==> src/rtl/csa_pkg.sv <==
`timescale 1ns / 1ps
`default_nettype none
package csa_pkg;

    localparam int CMD_W      = 2;
    localparam int ID_IN_W    = 8;
    localparam int SIZE_W     = 21;
    localparam int STRAT_W    = 2;
    localparam int STATUS_W   = 3;
    localparam int OUT_ADDR_W = 20;
    localparam int OUT_ID_W   = 8;

    localparam logic [CMD_W-1:0] CMD_REQUEST = 2'd0;
    localparam logic [CMD_W-1:0] CMD_RELEASE = 2'd1;
    localparam logic [CMD_W-1:0] CMD_COMPACT = 2'd2;
    localparam logic [CMD_W-1:0] CMD_REPORT  = 2'd3;

    localparam logic [STRAT_W-1:0] STRAT_FIRST   = 2'd0;
    localparam logic [STRAT_W-1:0] STRAT_BEST    = 2'd1;
    localparam logic [STRAT_W-1:0] STRAT_WORST   = 2'd2;
    localparam logic [STRAT_W-1:0] STRAT_INVALID = 2'd3;

    localparam logic [STATUS_W-1:0] ST_OK        = 3'd0;
    localparam logic [STATUS_W-1:0] ST_BAD_SIZE  = 3'd1;
    localparam logic [STATUS_W-1:0] ST_BAD_STRAT = 3'd2;
    localparam logic [STATUS_W-1:0] ST_NO_SPACE  = 3'd3;
    localparam logic [STATUS_W-1:0] ST_NO_ID     = 3'd4;
    localparam logic [STATUS_W-1:0] ST_FULL      = 3'd5;
    localparam logic [STATUS_W-1:0] ST_REPORT    = 3'd6;

    // what a cell does: hold, write, shift up or shift down
    typedef enum logic [1:0] {
        OP_HOLD  = 2'd0,
        OP_WRITE = 2'd1,
        OP_SHUP  = 2'd2,
        OP_SHDN  = 2'd3
    } cell_op_t;

endpackage
`default_nettype wire

==> src/rtl/csa_cell.sv <==
`timescale 1ns / 1ps
`default_nettype none
module csa_cell #(
    parameter int SEGMENTS = 16,
    parameter int IDX      = 0,
    parameter int EW       = 49
) (
    input  wire                          aclk,
    input  csa_pkg::cell_op_t            op,
    input  wire [$clog2(SEGMENTS)-1:0]   pos,
    input  wire [EW-1:0]                 wdata,
    input  wire [EW-1:0]                 lo,
    input  wire [EW-1:0]                 hi,
    output logic [EW-1:0]                q
);
    import csa_pkg::*;

    localparam int PW = $clog2(SEGMENTS);
    localparam logic [PW-1:0] MY_POS = PW'(IDX);

    logic [EW-1:0] q_reg;
    logic [EW-1:0] q_next;

    always_comb begin
        q_next = q_reg;
        case (op)
            OP_WRITE: begin
                if (pos == MY_POS) q_next = wdata;
            end
            // open a slot: cells above pos take their lower neighbor
            OP_SHUP: begin
                if (MY_POS > pos) q_next = lo;
            end
            // close a slot: cells from pos up take their upper neighbor
            OP_SHDN: begin
                if (MY_POS >= pos) q_next = hi;
            end
            default: q_next = q_reg;
        endcase
    end

    always_ff @(posedge aclk) begin
        q_reg <= q_next;
    end

    assign q = q_reg;

endmodule
`default_nettype wire

==> src/rtl/contiguous_segment_allocator_core.sv <==
`timescale 1ns / 1ps
`default_nettype none
// channel   dir  handshake              payload
// s_        in   s_tvalid / s_tready    tdata: proc_id, req_size; tuser: cmd, strategy
// m_        out  m_tvalid / m_tready    tdata: start, end, owner, is_free; tuser: status; tlast
// cfg_w     in   cfg_wvalid / cfg_wready cfg_wdata: mem_size
//
// the table sits in a row of cells with one read port, scanned one entry a cycle;
// the report scan waits while a held result has not been taken
// a report sends one result per segment, the last one with tlast set
// after reset the init state loads the single free segment before requests are taken
// one command is worked at a time; a held result only stalls the next emission
module contiguous_segment_allocator_core #(
    parameter int SEGMENTS  = 16,
    parameter int ADDR_BITS = 20,
    parameter int ID_BITS   = 8
) (
    input  wire         aclk,
    input  wire         aresetn,
    input  wire         s_tvalid,
    output logic        s_tready,
    input  wire  [31:0] s_tdata,     // proc_id[7:0], req_size[28:8], zero pad
    input  wire  [3:0]  s_tuser,     // cmd[1:0], strategy[3:2]
    output logic        m_tvalid,
    input  wire         m_tready,
    output logic [55:0] m_tdata,     // start[19:0], end[39:20], owner[47:40], is_free[48]
    output logic [2:0]  m_tuser,     // status[2:0]
    output logic        m_tlast,
    input  wire         cfg_wvalid,
    output logic        cfg_wready,
    input  wire  [20:0] cfg_wdata    // mem_size
);
    import csa_pkg::*;

    localparam int AW = ADDR_BITS;
    localparam int IB = ID_BITS;
    localparam int PW = $clog2(SEGMENTS);
    localparam int CW = $clog2(SEGMENTS + 1);
    localparam int EW = 2 * AW + IB + 1;
    localparam int MW = (AW + 1 > SIZE_W) ? AW + 1 : SIZE_W;
    localparam int OW = (AW > OUT_ADDR_W) ? AW : OUT_ADDR_W;
    localparam int OI = (IB > OUT_ID_W) ? IB : OUT_ID_W;
    localparam logic [MW-1:0] CAP = MW'(1) << AW;
    localparam logic [AW:0] RESET_MEM = (AW > 20) ? ((AW + 1)'(1) << 20)
                                                  : ((AW + 1)'(1) << AW);

    typedef enum logic [16:0] {
        S_INIT     = 17'h00001,
        S_IDLE     = 17'h00002,
        S_REQ_SCAN = 17'h00004,
        S_REQ_DEC  = 17'h00008,
        S_REQ_REM  = 17'h00010,
        S_REQ_OWN  = 17'h00020,
        S_REL_SCAN = 17'h00040,
        S_REL_FREE = 17'h00080,
        S_REL_NEXT = 17'h00100,
        S_REL_NSH  = 17'h00200,
        S_REL_PCHK = 17'h00400,
        S_REL_PREV = 17'h00800,
        S_REL_PSH  = 17'h01000,
        S_CMP_SCAN = 17'h02000,
        S_CMP_TAIL = 17'h04000,
        S_RPT      = 17'h08000,
        S_EMIT     = 17'h10000
    } state_t;

    state_t state_reg, state_next;

    logic [AW:0]          mem_reg, mem_next;
    logic [CW-1:0]        count_reg, count_next;
    logic [PW-1:0]        idx_reg, idx_next;
    logic [PW-1:0]        pick_reg, pick_next;
    logic                 found_reg, found_next;
    logic [AW:0]          pick_len_reg, pick_len_next;
    logic [AW-1:0]        pick_start_reg, pick_start_next;
    logic [AW-1:0]        pick_end_reg, pick_end_next;
    logic [AW-1:0]        cur_end_reg, cur_end_next;
    logic [CW-1:0]        w_reg, w_next;
    logic [AW:0]          addr_reg, addr_next;
    logic [IB-1:0]        id_reg, id_next;
    logic [SIZE_W-1:0]    size_reg, size_next;
    logic [STRAT_W-1:0]   strat_reg, strat_next;

    logic [STATUS_W-1:0]  res_status_reg, res_status_next;
    logic [AW-1:0]        res_start_reg, res_start_next;
    logic [AW-1:0]        res_end_reg, res_end_next;
    logic [IB-1:0]        res_owner_reg, res_owner_next;
    logic                 res_free_reg, res_free_next;

    logic                 out_valid_reg, out_valid_next;
    logic [STATUS_W-1:0]  out_status_reg, out_status_next;
    logic [OUT_ADDR_W-1:0] out_start_reg, out_start_next;
    logic [OUT_ADDR_W-1:0] out_end_reg, out_end_next;
    logic [OUT_ID_W-1:0]  out_owner_reg, out_owner_next;
    logic                 out_free_reg, out_free_next;
    logic                 out_last_reg, out_last_next;

    cell_op_t             c_op;
    logic [PW-1:0]        c_pos;
    logic [EW-1:0]        c_wdata;
    logic [EW-1:0]        cell_q [SEGMENTS];

    logic [EW-1:0]        rd;
    logic [AW-1:0]        rd_start, rd_end;
    logic [IB-1:0]        rd_owner;
    logic                 rd_used;
    logic [AW:0]          rd_len;
    logic                 rd_fit, rd_take, rd_last;
    logic                 out_free;
    logic [MW-1:0]        cfg_v;
    logic [AW:0]          cfg_mem;
    logic [CMD_W-1:0]     in_cmd;
    logic [STRAT_W-1:0]   in_strat;
    logic [SIZE_W-1:0]    in_size;
    logic [OW-1:0]        ext_start, ext_end;
    logic [OI-1:0]        ext_owner;
    logic [AW-1:0]        split_end;

    // ---- cell row
    for (genvar g = 0; g < SEGMENTS; g++) begin : g_cell
        logic [EW-1:0] lo_w, hi_w;
        if (g == 0) begin : g_lo0
            assign lo_w = '0;
        end else begin : g_lo
            assign lo_w = cell_q[g-1];
        end
        if (g == SEGMENTS - 1) begin : g_hiN
            assign hi_w = '0;
        end else begin : g_hi
            assign hi_w = cell_q[g+1];
        end
        csa_cell #(.SEGMENTS(SEGMENTS), .IDX(g), .EW(EW)) u_cell (
            .aclk  (aclk),
            .op    (c_op),
            .pos   (c_pos),
            .wdata (c_wdata),
            .lo    (lo_w),
            .hi    (hi_w),
            .q     (cell_q[g])
        );
    end

    assign rd       = cell_q[idx_reg];
    assign rd_start = rd[AW-1:0];
    assign rd_end   = rd[2*AW-1:AW];
    assign rd_owner = rd[2*AW+IB-1:2*AW];
    assign rd_used  = rd[EW-1];
    assign rd_len   = (AW + 1)'(rd_end) - (AW + 1)'(rd_start) + (AW + 1)'(1);
    assign rd_fit   = !rd_used && (MW'(rd_len) >= MW'(size_reg));
    assign rd_take  = rd_fit && (!found_reg
                      || (strat_reg == STRAT_BEST && rd_len < pick_len_reg)
                      || (strat_reg == STRAT_WORST && rd_len > pick_len_reg));
    assign rd_last  = (CW'(idx_reg) == count_reg - CW'(1));
    assign split_end = pick_start_reg + AW'(size_reg) - AW'(1);

    assign out_free = !out_valid_reg || m_tready;

    assign in_cmd   = s_tuser[1:0];
    assign in_strat = s_tuser[3:2];
    assign in_size  = s_tdata[28:8];

    // clamp of the written memory size
    always_comb begin
        cfg_v = MW'(cfg_wdata);
        if (cfg_v == '0) cfg_v = MW'(1);
        if (cfg_v > CAP) cfg_v = CAP;
        cfg_mem = (AW + 1)'(cfg_v);
    end

    assign s_tready   = (state_reg == S_IDLE) && !cfg_wvalid;
    assign cfg_wready = (state_reg == S_IDLE);

    always_comb begin
        state_next      = state_reg;
        mem_next        = mem_reg;
        count_next      = count_reg;
        idx_next        = idx_reg;
        pick_next       = pick_reg;
        found_next      = found_reg;
        pick_len_next   = pick_len_reg;
        pick_start_next = pick_start_reg;
        pick_end_next   = pick_end_reg;
        cur_end_next    = cur_end_reg;
        w_next          = w_reg;
        addr_next       = addr_reg;
        id_next         = id_reg;
        size_next       = size_reg;
        strat_next      = strat_reg;
        res_status_next = res_status_reg;
        res_start_next  = res_start_reg;
        res_end_next    = res_end_reg;
        res_owner_next  = res_owner_reg;
        res_free_next   = res_free_reg;
        out_valid_next  = out_valid_reg && !m_tready;
        out_status_next = out_status_reg;
        out_start_next  = out_start_reg;
        out_end_next    = out_end_reg;
        out_owner_next  = out_owner_reg;
        out_free_next   = out_free_reg;
        out_last_next   = out_last_reg;
        ext_start       = OW'(res_start_reg);
        ext_end         = OW'(res_end_reg);
        ext_owner       = OI'(res_owner_reg);
        c_op            = OP_HOLD;
        c_pos           = '0;
        c_wdata         = '0;

        case (state_reg)
            S_INIT: begin
                c_op       = OP_WRITE;
                c_wdata    = {1'b0, IB'(0), AW'(mem_reg - (AW + 1)'(1)), AW'(0)};
                count_next = CW'(1);
                state_next = S_IDLE;
            end
            S_IDLE: begin
                if (cfg_wvalid) begin
                    mem_next   = cfg_mem;
                    c_op       = OP_WRITE;
                    c_wdata    = {1'b0, IB'(0), AW'(cfg_mem - (AW + 1)'(1)), AW'(0)};
                    count_next = CW'(1);
                end else if (s_tvalid) begin
                    id_next         = IB'(s_tdata[7:0]);
                    size_next       = in_size;
                    strat_next      = in_strat;
                    idx_next        = '0;
                    found_next      = 1'b0;
                    w_next          = '0;
                    addr_next       = '0;
                    res_status_next = ST_OK;
                    res_start_next  = '0;
                    res_end_next    = '0;
                    res_owner_next  = '0;
                    res_free_next   = 1'b0;
                    case (in_cmd)
                        CMD_REQUEST: begin
                            if (in_size == '0) begin
                                res_status_next = ST_BAD_SIZE;
                                state_next      = S_EMIT;
                            end else if (in_strat == STRAT_INVALID) begin
                                res_status_next = ST_BAD_STRAT;
                                state_next      = S_EMIT;
                            end else begin
                                state_next = S_REQ_SCAN;
                            end
                        end
                        CMD_RELEASE: state_next = S_REL_SCAN;
                        CMD_COMPACT: state_next = S_CMP_SCAN;
                        default:     state_next = S_RPT;
                    endcase
                end
            end
            S_REQ_SCAN: begin
                if (rd_take) begin
                    found_next      = 1'b1;
                    pick_next       = idx_reg;
                    pick_len_next   = rd_len;
                    pick_start_next = rd_start;
                    pick_end_next   = rd_end;
                end
                if (rd_last || (strat_reg == STRAT_FIRST && rd_fit)) begin
                    state_next = S_REQ_DEC;
                end else begin
                    idx_next = idx_reg + PW'(1);
                end
            end
            S_REQ_DEC: begin
                if (!found_reg) begin
                    res_status_next = ST_NO_SPACE;
                    state_next      = S_EMIT;
                end else if (MW'(pick_len_reg) > MW'(size_reg)) begin
                    if (count_reg >= CW'(SEGMENTS)) begin
                        res_status_next = ST_FULL;
                        state_next      = S_EMIT;
                    end else begin
                        c_op       = OP_SHUP;
                        c_pos      = pick_reg;
                        count_next = count_reg + CW'(1);
                        state_next = S_REQ_REM;
                    end
                end else begin
                    state_next = S_REQ_OWN;
                end
            end
            S_REQ_REM: begin
                // free remainder right above the owned part
                c_op       = OP_WRITE;
                c_pos      = pick_reg + PW'(1);
                c_wdata    = {1'b0, IB'(0), pick_end_reg, split_end + AW'(1)};
                state_next = S_REQ_OWN;
            end
            S_REQ_OWN: begin
                c_op           = OP_WRITE;
                c_pos          = pick_reg;
                res_start_next = pick_start_reg;
                res_end_next   = (MW'(pick_len_reg) > MW'(size_reg)) ? split_end
                                                                     : pick_end_reg;
                res_owner_next = id_reg;
                c_wdata        = {1'b1, id_reg, res_end_next, pick_start_reg};
                state_next     = S_EMIT;
            end
            S_REL_SCAN: begin
                if (rd_used && rd_owner == id_reg) begin
                    pick_next      = idx_reg;
                    cur_end_next   = rd_end;
                    res_start_next = rd_start;
                    res_end_next   = rd_end;
                    res_owner_next = id_reg;
                    res_free_next  = 1'b1;
                    state_next     = S_REL_FREE;
                end else if (rd_last) begin
                    res_status_next = ST_NO_ID;
                    state_next      = S_EMIT;
                end else begin
                    idx_next = idx_reg + PW'(1);
                end
            end
            S_REL_FREE: begin
                c_op    = OP_WRITE;
                c_pos   = pick_reg;
                c_wdata = {1'b0, IB'(0), res_end_reg, res_start_reg};
                if (CW'(pick_reg) + CW'(1) < count_reg) begin
                    idx_next   = pick_reg + PW'(1);
                    state_next = S_REL_NEXT;
                end else begin
                    state_next = S_REL_PCHK;
                end
            end
            S_REL_NEXT: begin
                if (!rd_used) begin
                    cur_end_next = rd_end;
                    c_op         = OP_WRITE;
                    c_pos        = pick_reg;
                    c_wdata      = {1'b0, IB'(0), rd_end, res_start_reg};
                    state_next   = S_REL_NSH;
                end else begin
                    state_next = S_REL_PCHK;
                end
            end
            S_REL_NSH: begin
                c_op       = OP_SHDN;
                c_pos      = pick_reg + PW'(1);
                count_next = count_reg - CW'(1);
                state_next = S_REL_PCHK;
            end
            S_REL_PCHK: begin
                if (pick_reg != '0) begin
                    idx_next   = pick_reg - PW'(1);
                    state_next = S_REL_PREV;
                end else begin
                    state_next = S_EMIT;
                end
            end
            S_REL_PREV: begin
                if (!rd_used) begin
                    c_op       = OP_WRITE;
                    c_pos      = idx_reg;
                    c_wdata    = {1'b0, IB'(0), cur_end_reg, rd_start};
                    state_next = S_REL_PSH;
                end else begin
                    state_next = S_EMIT;
                end
            end
            S_REL_PSH: begin
                c_op       = OP_SHDN;
                c_pos      = pick_reg;
                count_next = count_reg - CW'(1);
                state_next = S_EMIT;
            end
            S_CMP_SCAN: begin
                // write pointer never passes the read pointer
                if (rd_used) begin
                    c_op      = OP_WRITE;
                    c_pos     = PW'(w_reg);
                    c_wdata   = {1'b1, rd_owner, AW'(addr_reg + rd_len - (AW + 1)'(1)),
                                 AW'(addr_reg)};
                    addr_next = addr_reg + rd_len;
                    w_next    = w_reg + CW'(1);
                end
                if (rd_last) begin
                    state_next = S_CMP_TAIL;
                end else begin
                    idx_next = idx_reg + PW'(1);
                end
            end
            S_CMP_TAIL: begin
                if (addr_reg < mem_reg && w_reg < CW'(SEGMENTS)) begin
                    c_op       = OP_WRITE;
                    c_pos      = PW'(w_reg);
                    c_wdata    = {1'b0, IB'(0), AW'(mem_reg - (AW + 1)'(1)), AW'(addr_reg)};
                    count_next = w_reg + CW'(1);
                end else begin
                    count_next = w_reg;
                end
                state_next = S_EMIT;
            end
            S_RPT: begin
                if (out_free) begin
                    ext_start       = OW'(rd_start);
                    ext_end         = OW'(rd_end);
                    ext_owner       = rd_used ? OI'(rd_owner) : '0;
                    out_valid_next  = 1'b1;
                    out_status_next = ST_REPORT;
                    out_start_next  = ext_start[OUT_ADDR_W-1:0];
                    out_end_next    = ext_end[OUT_ADDR_W-1:0];
                    out_owner_next  = ext_owner[OUT_ID_W-1:0];
                    out_free_next   = !rd_used;
                    out_last_next   = rd_last;
                    if (rd_last) begin
                        state_next = S_IDLE;
                    end else begin
                        idx_next = idx_reg + PW'(1);
                    end
                end
            end
            S_EMIT: begin
                if (out_free) begin
                    out_valid_next  = 1'b1;
                    out_status_next = res_status_reg;
                    out_start_next  = ext_start[OUT_ADDR_W-1:0];
                    out_end_next    = ext_end[OUT_ADDR_W-1:0];
                    out_owner_next  = ext_owner[OUT_ID_W-1:0];
                    out_free_next   = res_free_reg;
                    out_last_next   = 1'b1;
                    state_next      = S_IDLE;
                end
            end
            default: state_next = S_INIT;
        endcase
    end

    always_ff @(posedge aclk) begin
        if (!aresetn) begin
            state_reg     <= S_INIT;
            mem_reg       <= RESET_MEM;
            count_reg     <= CW'(1);
            out_valid_reg <= 1'b0;
        end else begin
            state_reg     <= state_next;
            mem_reg       <= mem_next;
            count_reg     <= count_next;
            out_valid_reg <= out_valid_next;
        end
    end

    always_ff @(posedge aclk) begin
        idx_reg        <= idx_next;
        pick_reg       <= pick_next;
        found_reg      <= found_next;
        pick_len_reg   <= pick_len_next;
        pick_start_reg <= pick_start_next;
        pick_end_reg   <= pick_end_next;
        cur_end_reg    <= cur_end_next;
        w_reg          <= w_next;
        addr_reg       <= addr_next;
        id_reg         <= id_next;
        size_reg       <= size_next;
        strat_reg      <= strat_next;
        res_status_reg <= res_status_next;
        res_start_reg  <= res_start_next;
        res_end_reg    <= res_end_next;
        res_owner_reg  <= res_owner_next;
        res_free_reg   <= res_free_next;
        out_status_reg <= out_status_next;
        out_start_reg  <= out_start_next;
        out_end_reg    <= out_end_next;
        out_owner_reg  <= out_owner_next;
        out_free_reg   <= out_free_next;
        out_last_reg   <= out_last_next;
    end

    assign m_tvalid = out_valid_reg;
    assign m_tuser  = out_status_reg;
    assign m_tlast  = out_last_reg;
    assign m_tdata  = {7'd0, out_free_reg, out_owner_reg, out_end_reg, out_start_reg};

    a_count_range: assert property (@(posedge aclk) disable iff (!aresetn)
        count_reg != '0 && count_reg <= CW'(SEGMENTS))
        else $error("segment count out of range");

    a_split_grows: assert property (@(posedge aclk) disable iff (!aresetn)
        state_reg == S_REQ_REM |-> count_reg == $past(count_reg) + CW'(1))
        else $error("split did not add a segment");

    a_single_last: assert property (@(posedge aclk) disable iff (!aresetn)
        out_valid_reg && out_status_reg != ST_REPORT |-> out_last_reg)
        else $error("non-report result without last");

    a_cfg_idle: assert property (@(posedge aclk) disable iff (!aresetn)
        cfg_wvalid && cfg_wready |=> count_reg == CW'(1))
        else $error("config write did not reset the table");

endmodule
`default_nettype wire

==> config.mk <==
export PLATFORM = sky130hd
export DESIGN_NAME = contiguous_segment_allocator_core
export DESIGN_NICKNAME = d
export VERILOG_FILES = /design/src/rtl/csa_pkg.sv /design/src/rtl/csa_cell.sv /design/src/rtl/contiguous_segment_allocator_core.sv
export SDC_FILE = /design/constraint.sdc
export NUM_CORES = 2
export LEC_CHECK = 0
export ABC_AREA = 1
export BUFFER_PORTS_ARGS = -buffer_cell sky130_fd_sc_hd__buf_2
export CAP_MARGIN = 20
export CORE_ASPECT_RATIO = 1.4
export CORE_MARGIN = 10
export CORE_UTILIZATION = 30
export DETAILED_ROUTE_END_ITERATION = 7
export PLACE_DENSITY_LB_ADDON = 0.25
export SETUP_SLACK_MARGIN = 0.5
export SLEW_MARGIN = 15
export SYNTH_ARGS = -nofsm -noshare
export SYNTH_HDL_FRONTEND = slang
export SYNTH_SLANG_ARGS = --single-unit
==> constraint.sdc <==
create_clock -name aclk -period 8.4 [get_ports aclk]
set_input_delay 1.68 -clock aclk [delete_from_list [all_inputs] [get_ports aclk]]
set_output_delay 1.68 -clock aclk [all_outputs]
set_load 0.01 [all_outputs]
==> results.txt <==
IO Pins = 125
Final Setup Violations = 0
Final GP Congestion = 0.973
Area contributors post-synth = edfxtp_1 (49%), nand2_1 (9.2%), inv_1 (5.2%), o21ai_0 (3.9%), ha_1 (3.8%)
R2R cell count = 35
Tot Pwr = 22.6 mW
Setup crit start = idx_reg[1]
H-tree depth = 3
CP Launch Type = register
crit path max fanout = 31
chip width = 410 um
Leakage = 28.4 nW
Fin Setup TNS = 0 ns
post-synth top area share = 0.488
Syn Area/Cell = 8.85 um2
worst path arrival time = 7.86 ns
pwr/cell area = 316 nW/um2
number of flops mapped to enable cells by yosys = 1,036
fin crit period = 7.43 ns
post-detail-place hpwl = 160,000 um
run status = completed
IO Port Bufs = 114
via/cell ratio = 5.45
CTS Buffer Depth = 3
Layout area overhead = 11.9%
Worst R2R Start = idx_reg[1]
Async SR Flop Fraction = 0
R2R setup slack = 0.97 ns
hold path endpoint = count_reg[3]
Syn. warnings = 0
die area = 232,000 um2
Worst EP required = 8.83 ns
multi-input logic area = 26,200 um2
largest net degree at the start of global routing = 182
register area = 32,000 um2
Die Height = 566 um
pre-CTS setup slack = 0.660 ns
max-slew violations = 0
clock-pin slew on the worst setup and hold paths = 0.07 ns
most common library cells after synthesis = nand2_1 (1,566), edfxtp_1 (1,036), inv_1 (881)
cell with the most instances after synthesis = nand2_1
slack of the critical path = 0.966 ns
grt ovf = 0
max reg flops = 784
Cells after DPL = 9,875
hold buffer count at CTS = 0
root buffer cell = clkbuf_16
Starting Density = 0.301
clock sinks = 1,080
TritonRoute pass-1 iters = 8
Final Util = 0.337
sequential-to-total area share from yosys stat = 0.501
CORE AREA = 212,000 um2
slowest CP cell = xnor2_1
Tot GR Track Use = 0.202
vias in the first global route = 53,102
# nets final = 7,426
cell area after synthesis = 63,800 um2
R2R Path End = g_cell[0].u_cell.q[35]
routed wire length = 244,000 um
final worst path period share = 0.885
Hold Vio Cnt, Final = 0
Clock Latency Late Sink = 0.75 ns
RSZ-0062 raised after global routing = no
post-route insts no fill = 10,091
Iteration-0 DRC Markers = 5,282
Max VDD drop = 0.286 mV
initial antenna violation count = 4
post-synth top area cell = edfxtp_1
post-route ant nets = 0
worst rel slew slack = 0.276
Max-cap violations = 0
Min-Delay Path Depth = 2
clock skew = 0.0330 ns
filler cell count = 21,855
via count = 55,027
HP Start = count_reg[3]
Max Fclk = 0.135 GHz
CP dominant cell by count = inv_1
row cnt = 200
#FFs+latches synth = 1,080
critical path class = register to register
total CTS buffers = 110
worst min path class = register to register
Critical Path Max Stage Delay = 0.59 ns
share of cells above drive strength 1 = 0.0869
first-pass GRT wire length = 356,000 um
synth unique cells = 77
DR WL/cell = 24.2 um
worst slew pin tran = 1.08 ns
Residual DRC = 0
CTS tree = built
cells after synthesis = 7,207
CP Capture Type = register
Synth Flop Type = edfxtp_1
[timing repair]
| item | 4_1_cts | 5_1_grt |
|---|---|---|
| gates resized for setup | 0 | 6 |
| setup endpoints to repair | 0 | 133 |
| setup buffers | 0 | 3 |
| endpoints found under the hold margin | 0 | 0 |
[worst max-delay path, delay by kind of cell (launching register included)]
kind | cells | cell delay (ns)
adder cells (fa/ha/maj) | 4 | 1.17
buffers and inverters | 12 | 2.05
AND/OR/NAND/NOR | 9 | 1.33
XOR/XNOR | 2 | 0.84
flip-flops | 1 | 0.44
AO/OA/AOI/OAI | 8 | 1.22
[where the power goes]
group / internal (mW) / leakage [nW] / switching, mW
logic: 3.08 / 16.9 / 7.19
registers: 6.94 / 9.77 / 0.234
clock network: 2.83 / 1.76 / 2.31
total: 12.9 / 28.4 / 9.74
[metal layers]
layer  wire [um]  share of wire  vias up  track usage
met2      117000           0.48     2247        0.346
met1       95800           0.39    27032        0.244
met5          11       0.000045        -            0
li1            -              -    25258            -
met4       16400          0.067        2        0.120
met3       15200          0.062      488       0.0227
[worst max path at each step]
stage / endpoint / slack [ns] / cells after the start
floorplan: pick_end_reg[0] / 1.38 / 36
global placement: pick_end_reg[8] / 0.74 / 34
detailed placement: pick_end_reg[10] / 0.66 / 34
CTS: pick_end_reg[10] / 0.68 / 34
global route: g_cell[3].u_cell.q[35] / 0.50 / 31
finish: g_cell[0].u_cell.q[35] / 0.97 / 35
[cell families (layout without fill, tap and decap cells)]
| group | Yosys count | count (layout) | share of synthesized area |
|---|---|---|---|
| AO/OA/AOI/OAI | 1640 | 1640 | 0.159 |
| XOR/XNOR | 82 | 82 | 0.0118 |
| adder cells (fa/ha/maj) | 198 | 198 | 0.0392 |
| buffers and inverters | 1366 | 1412 | 0.0910 |
| flip-flops | 1080 | 1080 | 0.501 |
| other | 1 | 11 | 0.0000588 |
| AND/OR/NAND/NOR | 2840 | 2840 | 0.197 |
[cells in the final DEF (no fill, tap or decap), types with 129 or more instances in the layout]
cell type | synthesis | layout
nand3_1 | 479 | 477
buf_4 | 57 | 129
inv_1 | 881 | 876
nand4_1 | 223 | 223
ha_1 | 195 | 195
nor2_1 | 377 | 371
o221ai_1 | 207 | 207
o22ai_1 | 151 | 151
a21oi_1 | 448 | 442
o21ai_0 | 500 | 497
nand2_1 | 1566 | 1560
edfxtp_1 | 1036 | 1036
[layout make-up]
| cell class | instances | area share |
|---|---|---|
| Clock inverter | 69 | 0.0103 |
| Antenna cell | 4 | 0.000140 |
| Multi-Input combinational cell | 4767 | 0.367 |
| Timing Repair Buffer | 291 | 0.0353 |
| Clock buffer | 136 | 0.0402 |
| Sequential cell | 1080 | 0.448 |
| Tap cell | 2828 | 0.0496 |
| Inverter | 916 | 0.0489 |
[per-stage QoR]
step / area [um2] / hold WS, ns
after floorplan: 63800 / 0.428
after global placement: 67600 / 0.476
after detailed placement: 67600 / 0.475
after CTS: 71200 / 0.488
after global routing: 71400 / 0.528
final: 71400 / 0.493
Note: power is estimated with default switching activity, not from simulation.
